<file path="src/hw/rtl/fmp_pkg.sv">
// ----------------------------------------------------------------------------
// fmp_pkg
// Shared constants and types of the fractional max pooling block.
// ----------------------------------------------------------------------------
package fmp_pkg;

    // fixed field widths
    localparam int COORD_W    = 9;
    localparam int OUTN_W     = 8;
    localparam int POOL_W     = 4;
    localparam int SAMPLE_W   = 16;
    localparam int ALPHA_W    = 25;
    localparam int OFFS_W     = 9;
    localparam int START_W    = 17;
    localparam int IDX_W      = 17;
    localparam int CFG_IDX_W  = 3;
    localparam int CFG_DATA_W = 9;

    // parameter defaults
    localparam int MAX_WIDTH_DEF  = 256;
    localparam int MAX_HEIGHT_DEF = 256;
    localparam int POOL_MAX_DEF   = 8;
    localparam int PIXEL_BITS_DEF = 16;

    // register reset values
    localparam logic [8:0] RST_IN_WIDTH   = 9'd32;
    localparam logic [8:0] RST_IN_HEIGHT  = 9'd32;
    localparam logic [7:0] RST_OUT_WIDTH  = 8'd16;
    localparam logic [7:0] RST_OUT_HEIGHT = 8'd16;
    localparam logic [3:0] RST_POOL       = 4'd2;

    // register indexes
    typedef enum logic [CFG_IDX_W-1:0] {
        CFG_IN_WIDTH    = 3'd0,
        CFG_IN_HEIGHT   = 3'd1,
        CFG_OUT_WIDTH   = 3'd2,
        CFG_OUT_HEIGHT  = 3'd3,
        CFG_POOL_WIDTH  = 3'd4,
        CFG_POOL_HEIGHT = 3'd5,
        CFG_INDEX_BASE  = 3'd6
    } cfg_reg_t;

    // sequencer states
    typedef enum logic [3:0] {
        S_IDLE,
        S_DIV_W,
        S_DIV_H,
        S_OFFS,
        S_MUL,
        S_CMP,
        S_SCAN,
        S_DRAIN,
        S_FIN
    } state_t;

endpackage

</file>
<file path="src/hw/rtl/fmp_div.sv">
// ----------------------------------------------------------------------------
// fmp_div
// Restoring divider, one quotient bit per cycle, for the window step size.
// ----------------------------------------------------------------------------
module fmp_div (
    input  logic                         clk,
    input  logic                         rst_n,
    input  logic                         start,
    input  logic [fmp_pkg::ALPHA_W-1:0]  dividend,
    input  logic [fmp_pkg::OUTN_W-1:0]   divisor,
    output logic                         done,
    output logic [fmp_pkg::ALPHA_W-1:0]  quotient
);

    localparam int CNT_W = $clog2(fmp_pkg::ALPHA_W + 1);

    logic [fmp_pkg::ALPHA_W-1:0]  q_reg;
    logic [fmp_pkg::OUTN_W-1:0]   rem_reg;
    logic [fmp_pkg::OUTN_W-1:0]   dvs_reg;
    logic [CNT_W-1:0]             cnt_reg;
    logic                         busy_reg;
    logic                         done_reg;
    logic [fmp_pkg::OUTN_W:0]     trial;
    logic                         qbit;

    // one shift-subtract step
    always_comb
    begin
        trial = {rem_reg, q_reg[fmp_pkg::ALPHA_W-1]};
        qbit  = (trial >= {1'b0, dvs_reg});
    end

    always_ff @(posedge clk or negedge rst_n)
    begin
        if (!rst_n)
        begin
            busy_reg <= 1'b0;
            done_reg <= 1'b0;
            cnt_reg  <= '0;
            q_reg    <= '0;
            rem_reg  <= '0;
            dvs_reg  <= '0;
        end
        else
        begin
            done_reg <= 1'b0;
            if (start)
            begin
                busy_reg <= 1'b1;
                cnt_reg  <= '0;
                q_reg    <= dividend;
                rem_reg  <= '0;
                dvs_reg  <= divisor;
            end
            else if (busy_reg)
            begin
                q_reg   <= {q_reg[fmp_pkg::ALPHA_W-2:0], qbit};
                rem_reg <= qbit ? fmp_pkg::OUTN_W'(trial - {1'b0, dvs_reg})
                                : fmp_pkg::OUTN_W'(trial);
                cnt_reg <= cnt_reg + 1'b1;
                if (cnt_reg == CNT_W'(fmp_pkg::ALPHA_W - 1))
                begin
                    busy_reg <= 1'b0;
                    done_reg <= 1'b1;
                end
            end
        end
    end

    assign done     = done_reg;
    assign quotient = q_reg;

endmodule

</file>
<file path="config.mk">
export PLATFORM = sky130hd
export DESIGN_NAME = fmp_div
export DESIGN_NICKNAME = d
export VERILOG_FILES = /design/src/hw/rtl/fmp_pkg.sv /design/src/hw/rtl/fmp_div.sv
export SDC_FILE = /design/constraint.sdc
export NUM_CORES = 1
export LEC_CHECK = 0
export BUFFER_PORTS_ARGS = -buffer_cell sky130_fd_sc_hd__buf_4
export CAP_MARGIN = 0
export CORE_MARGIN = 4
export CORE_UTILIZATION = 40
export DETAILED_ROUTE_END_ITERATION = 7
export SYNTH_ARGS = -nofsm -noshare
export SYNTH_HDL_FRONTEND = slang
export SYNTH_SLANG_ARGS = --single-unit
</file>
<file path="constraint.sdc">
create_clock -name clk -period 3.45 [get_ports clk]
set_input_delay 0.69 -clock clk [delete_from_list [all_inputs] [get_ports clk]]
set_output_delay 0.69 -clock clk [all_outputs]
set_load 0.1 [all_outputs]
</file>
==> results.json, run 1 <==
{
  "synth_edf_count": 0,
  "powerDensity_mw_per_mm2": 629,
  "cts_setup_buffers": 0,
  "ys.flop_type": "dfrtp_1",
  "grt_util_met2_pct": 22.3,
  "busiest_layer": "met1",
  "grt_max_degree": 83,
  "arrival_ns": 2.41,
  "swShare_pct": 42.6,
  "die_y_um": 88.7,
  "viasPerCell": 5.22,
  "fin_nets": 374,
  "multiInputGateArea_sq_mm": 0.00127,
  "vias": 2110,
  "grt-ovfl-total": 0,
  "p_clk_share_pct": 17.8,
  "critPathLaunchType": "flop",
  "layout_common_cells": "buf_4, dfrtp_1, o21ai_0",
  "fin_skew_ns": 0.00812,
  "finalSetupViolCount": 0,
  "wirelength_um": 5970,
  "slew_violations": 0,
  "drive_above_1_share_pct": 23.2,
  "finalCritPeriodShare_pct": 64.1,
  "synth.distinct_cells": 40,
  "switchingPower_uw": 854,
  "cts_buffers": 5,
  "ys_ff_latch": 48,
  "drc": 0,
  "worst_pin_slew_ns": 0.729,
  "area_delta_synth_final_pct": 22.4,
  "intPower_uw": 1150,
  "io-pin-count": 62,
  "synth-async-reset-ratio_pct": 100,
  "rsz0062_at_grt": "false",
  "max_freq_mhz": 452,
  "hp-class": "in2async",
  "cap_violations": 0,
  "fp.coreArea_sq_mm": 0.00635,
  "ys_seq_area_share_pct": 46.2,
  "syn-cell-area_sq_mm": 0.00260,
  "antennaDiodeCount": 0,
  "syn_avg_cell_area_sq_um": 9.46,
  "cts_tree": "yes",
  "fin_setup_tns_ns": 0,
  "grt_pass1_vias": 1895,
  "slew_headroom_pct": 51.4,
  "start_util_pct": 41.0,
  "ctsRootBufferMaster": "clkbuf_8",
  "pwr-share-comb_pct": 46.8,
  "grt_antenna_before_repair": 0,
  "yosys_warnings": 0,
  "syn_inst": 275,
  "grt_pass1_wl_um": 9480,
  "status": "completed",
  "ctsHoldBuffers": 0,
  "drt_iter0_markers": 97,
  "grtUsageMet1_pct": 23.2,
  "avgRoutedWirePerCell_um": 14.8,
  "cts_buffer_depth": 2,
  "clock_latency_ns": 0.29,
  "htree_levels": 2,
  "clock-sinks": 48,
  "crit_fanout": 4,
  "power_frac_seq_pct": 35.4,
  "leakage_uw": 0.00167,
  "whs_ns": 0.409,
  "min_period_ns": 2.21,
  "fillers": 646,
  "regArea_sq_mm": 0.00120,
  "setup.worst_path.class": "reg2reg",
  "io_buffer_count": 61,
  "std_cell_rows": 29,
  "gp_congestion": 0.867,
  "final_antenna_net_count": 0,
  "finalHoldViolCount": 0,
  "final_common_cell": "buf_4",
  "fp.dieW_um": 88.7,
  "end_kind": "flop",
  "firstDrtPassIters": 4,
  "grtUsageTotal_pct": 15.2,
  "critical_path_required_ns": 3.65,
  "largest_reg_flops": 25,
  "die_area_sq_mm": 0.00786,
  "grtUsageMet3_pct": 2.79,
  "postCtsResizedCells": 0,
  "ir_drop_mv": 0.399,
  "cts.clk_slew.worst_paths_ns": 0.09,
  "dpl.hpwl_um": 4160,
  "synth.net_count": 322
}
-- metrics by stage --
stage | util (%) | worst slack [ns] | power (uW) | cells | cell area, sq um
2_1_floorplan | - | 0.752 | 1450 | 275 | 2600
3_3_place_gp | 48.7 | 1.33 | 1650 | 397 | 3090
3_5_place_dp | 48.7 | 1.27 | 1660 | 397 | 3090
4_1_cts | 50.2 | 1.25 | 2030 | 404 | 3190
5_1_grt | 50.2 | 1.11 | 2150 | 404 | 3190
6_report | 50.2 | 1.24 | 2000 | 404 | 3190
-- worst max-delay path, stage by stage (launching register included) --
cell      delay [ns]
dfrtp_1         0.40
inv_1           0.06
ha_1            0.21
fa_1            0.40
or2b_1          0.25
a21oi_1         0.22
mux2i_1         0.22
o22ai_1         0.10
a311oi_1        0.26
-- kinds of logic (layout without fill, tap and decap cells) --
kind of cell	after synthesis	count (layout)	synth area share, %
flops	48	48	46.2
mux	27	27	10.4
buf+inv	31	83	4.95
simple gates	82	82	13.9
compound gates	70	70	16.9
xor+xnor	6	6	2.02
fa+ha+maj	11	11	5.58
-- layout make-up --
type | count | share of cell area, %
Multi-Input combinational cell | 196 | 39.9
Inverter | 14 | 1.65
Tap cell | 77 | 3.02
Sequential cell | 48 | 37.7
Timing Repair Buffer | 62 | 14.6
Clock buffer | 7 | 3.02
-- final timing paths --
path	start	end	slack [ns]	cells after the start
setup / recovery	quotient[24]	rem_reg[6]	1.24	8
hold / removal	rst_n	rem_reg[7]	0.41	1
setup reg to reg	quotient[24]	rem_reg[6]	1.24	8
hold reg to reg	dvs_reg[0]	dvs_reg[0]	0.53	1
max in group asynchronous	rst_n	busy_reg	2.59	1
min in group clk	dvs_reg[0]	dvs_reg[0]	0.53	1
-- cells in the mapped netlist (5+ instances only) --
master    number  area (sq um)
dfrtp_1       48          1200
o21ai_0       38           190
nand2_1       37           139
mux2i_1       26           260
nor2_1        24          90.1
inv_1         14          52.6
clkbuf_1      10          37.5
ha_1          10           125
nand3_1        6          30.0
a21oi_1        5          25.0
a311oi_1       5          43.8
-- power groups by stage --
stage	Combinational (uW)	Clock (uW)	Sequential [uW]
final	938	356	709
after global routing	1030	398	722
after CTS	942	377	710
after detailed placement	936	0	721
after global placement	932	0	719
after floorplan	520	0	934
-- per-layer routing --
metal,vias up,share of wire (%)
met2,38,48
li1,1061,-
met3,4,3.4
met1,1007,48
met5,-,0
met4,0,0.82
Note: power is estimated with default switching activity, not from simulation.
==> inputs of run 2 (changes only) <==
==> constraint.sdc (replaced) <==
create_clock -name clk -period 2.1 [get_ports clk]
set_input_delay 0.42 -clock clk [delete_from_list [all_inputs] [get_ports clk]]
set_output_delay 0.42 -clock clk [all_outputs]
set_load 0.1 [all_outputs]
==> results.json, run 2 (same netlist as run 1, synthesis figures left out) <==
{
  "status": "completed",
  "vias": 2169,
  "r2r_end": "rem_reg[6]",
  "p_total_uw": 3660,
  "drc": 0,
  "viasPerCell": 5.13,
  "firstDrtPassIters": 4,
  "start_util_pct": 41.0,
  "std_cell_rows": 29,
  "fin_setup_tns_ns": 0,
  "slew_violations": 0,
  "regArea_sq_mm": 0.00121,
  "critPathLaunchType": "flop",
  "layout_common_cells": "buf_4, dfrtp_1, nand2_1, o21ai_0, mux2i_1",
  "clock-sinks": 48,
  "rr_worst_depth": 8,
  "setup.worst_path.class": "reg2reg",
  "fin_skew_ns": 0.0107,
  "fillers": 614,
  "grt-ovfl-total": 0,
  "fin_area_sq_mm": 0.00339,
  "final_antenna_net_count": 0,
  "clock_latency_ns": 0.31,
  "io-pin-count": 62,
  "powerDensity_mw_per_mm2": 1080,
  "final_common_cell": "buf_4",
  "gp_congestion": 0.813,
  "grt_max_degree": 52,
  "grt_pass1_wl_um": 9680,
  "arrival_ns": 2.26,
  "cts_buffer_depth": 2,
  "grt_antenna_before_repair": 0,
  "slew_headroom_pct": 58.8,
  "drive_above_1_share_pct": 29.5,
  "r2r_start": "quotient[24]",
  "worst_pin_slew_ns": 0.618,
  "max_freq_mhz": 490,
  "finalCritPeriodShare_pct": 97.3,
  "wirelength_um": 6090,
  "cts.clk_slew.worst_paths_ns": 0.10,
  "antennaDiodeCount": 0,
  "cts_buffers": 5,
  "end_kind": "flop",
  "avgRoutedWirePerCell_um": 14.4,
  "io_buffer_count": 61,
  "leakage_uw": 0.00178,
  "ff2ff_setup_slack_ns": 0.06,
  "die_area_sq_mm": 0.00786,
  "met1_length_um": 2880,
  "placed_area_sq_mm": 0.00323,
  "fin_nets": 392,
  "fp.dieW_um": 88.7,
  "drt_iter0_markers": 85,
  "finalHoldViolCount": 0,
  "cap_violations": 0,
  "wl_met2_um": 2900,
  "rsz0062_at_grt": "true",
  "critical_path_required_ns": 2.32,
  "critPathCapture": "rem_reg[6]",
  "ctsRootBufferMaster": "clkbuf_8",
  "route.met3.wl_um": 203,
  "multiInputGateArea_sq_mm": 0.00130,
  "crit_fanout": 2,
  "largest_reg_flops": 25,
  "hp-class": "in2async",
  "finalSetupViolCount": 0,
  "final_util_pct": 53.4,
  "cts_tree": "yes",
  "htree_levels": 2,
  "dpl.hpwl_um": 4350,
  "grtUsageTotal_pct": 15.8,
  "min_period_ns": 2.04,
  "maxUsedRoutingLayer": "met4",
  "fp.coreArea_sq_mm": 0.00635,
  "ir_drop_mv": 0.436,
  "die_y_um": 88.7,
  "grt_pass1_vias": 2132,
  "area_delta_synth_final_pct": 30.3,
  "startpoint": "quotient[24]"
}
==> run 2: layer usage <==
layer	track usage [%]	vias to the layer above
li1	-	1094
met1	21.1	1028
met2	25.2	39
met3	3.35	8
met4	5.36	0
met5	0	-
==> run 2: area by class of cell <==
| type | instances | area share [%] |
|---|---|---|
| multi-input cells | 196 | 38.4 |
| inverters | 14 | 1.55 |
| repair buffers | 80 | 18.1 |
| clock buffers | 6 | 2.43 |
| flip-flops and latches | 48 | 35.6 |
| well taps | 77 | 2.84 |
| clock inverters | 2 | 1.14 |
==> run 2: worst min-delay path by stage <==
stage,endpoint,slack (ns)
finish,quotient[5],0.11
global route,quotient[5],0.16
CTS,quotient[5],0.14
detailed placement,quotient[5],0.48
global placement,quotient[5],0.48
floorplan,busy_reg,0.12
==> run 2: worst max-delay path: stages (launching register included) <==
cell	delay [ns]
dfrtp_4	0.42
inv_2	0.04
ha_4	0.15
fa_2	0.34
or2b_1	0.25
a21oi_2	0.19
mux2i_1	0.22
o22ai_1	0.10
a311oi_1	0.25
==> run 2: metrics by stage <==
stage | setup WS, ns | hold WS, ns | cells
6_report | 0.0575 | 0.113 | 423
5_1_grt | -0.0455 | 0.161 | 423
4_1_cts | 0.0166 | 0.139 | 421
3_5_place_dp | 0.0306 | 0.483 | 413
3_3_place_gp | 0.0693 | 0.485 | 413
2_1_floorplan | -0.105 | 0.124 | 275
==> run 2: repair_timing <==
item	in CTS	in global routing
resized for setup	0	5
buffers inserted	0	2
endpoints found under the setup margin	0	6
hold buffers	0	0
==> run 2: report_power, final <==
part	internal (uW)	total [uW]	switching [uW]	leakage (uW)
registers	1060	1170	107	0.000597
logic	712	1780	1070	0.00112
clock network	390	712	323	0.0000614
total	2160	3660	1500	0.00178
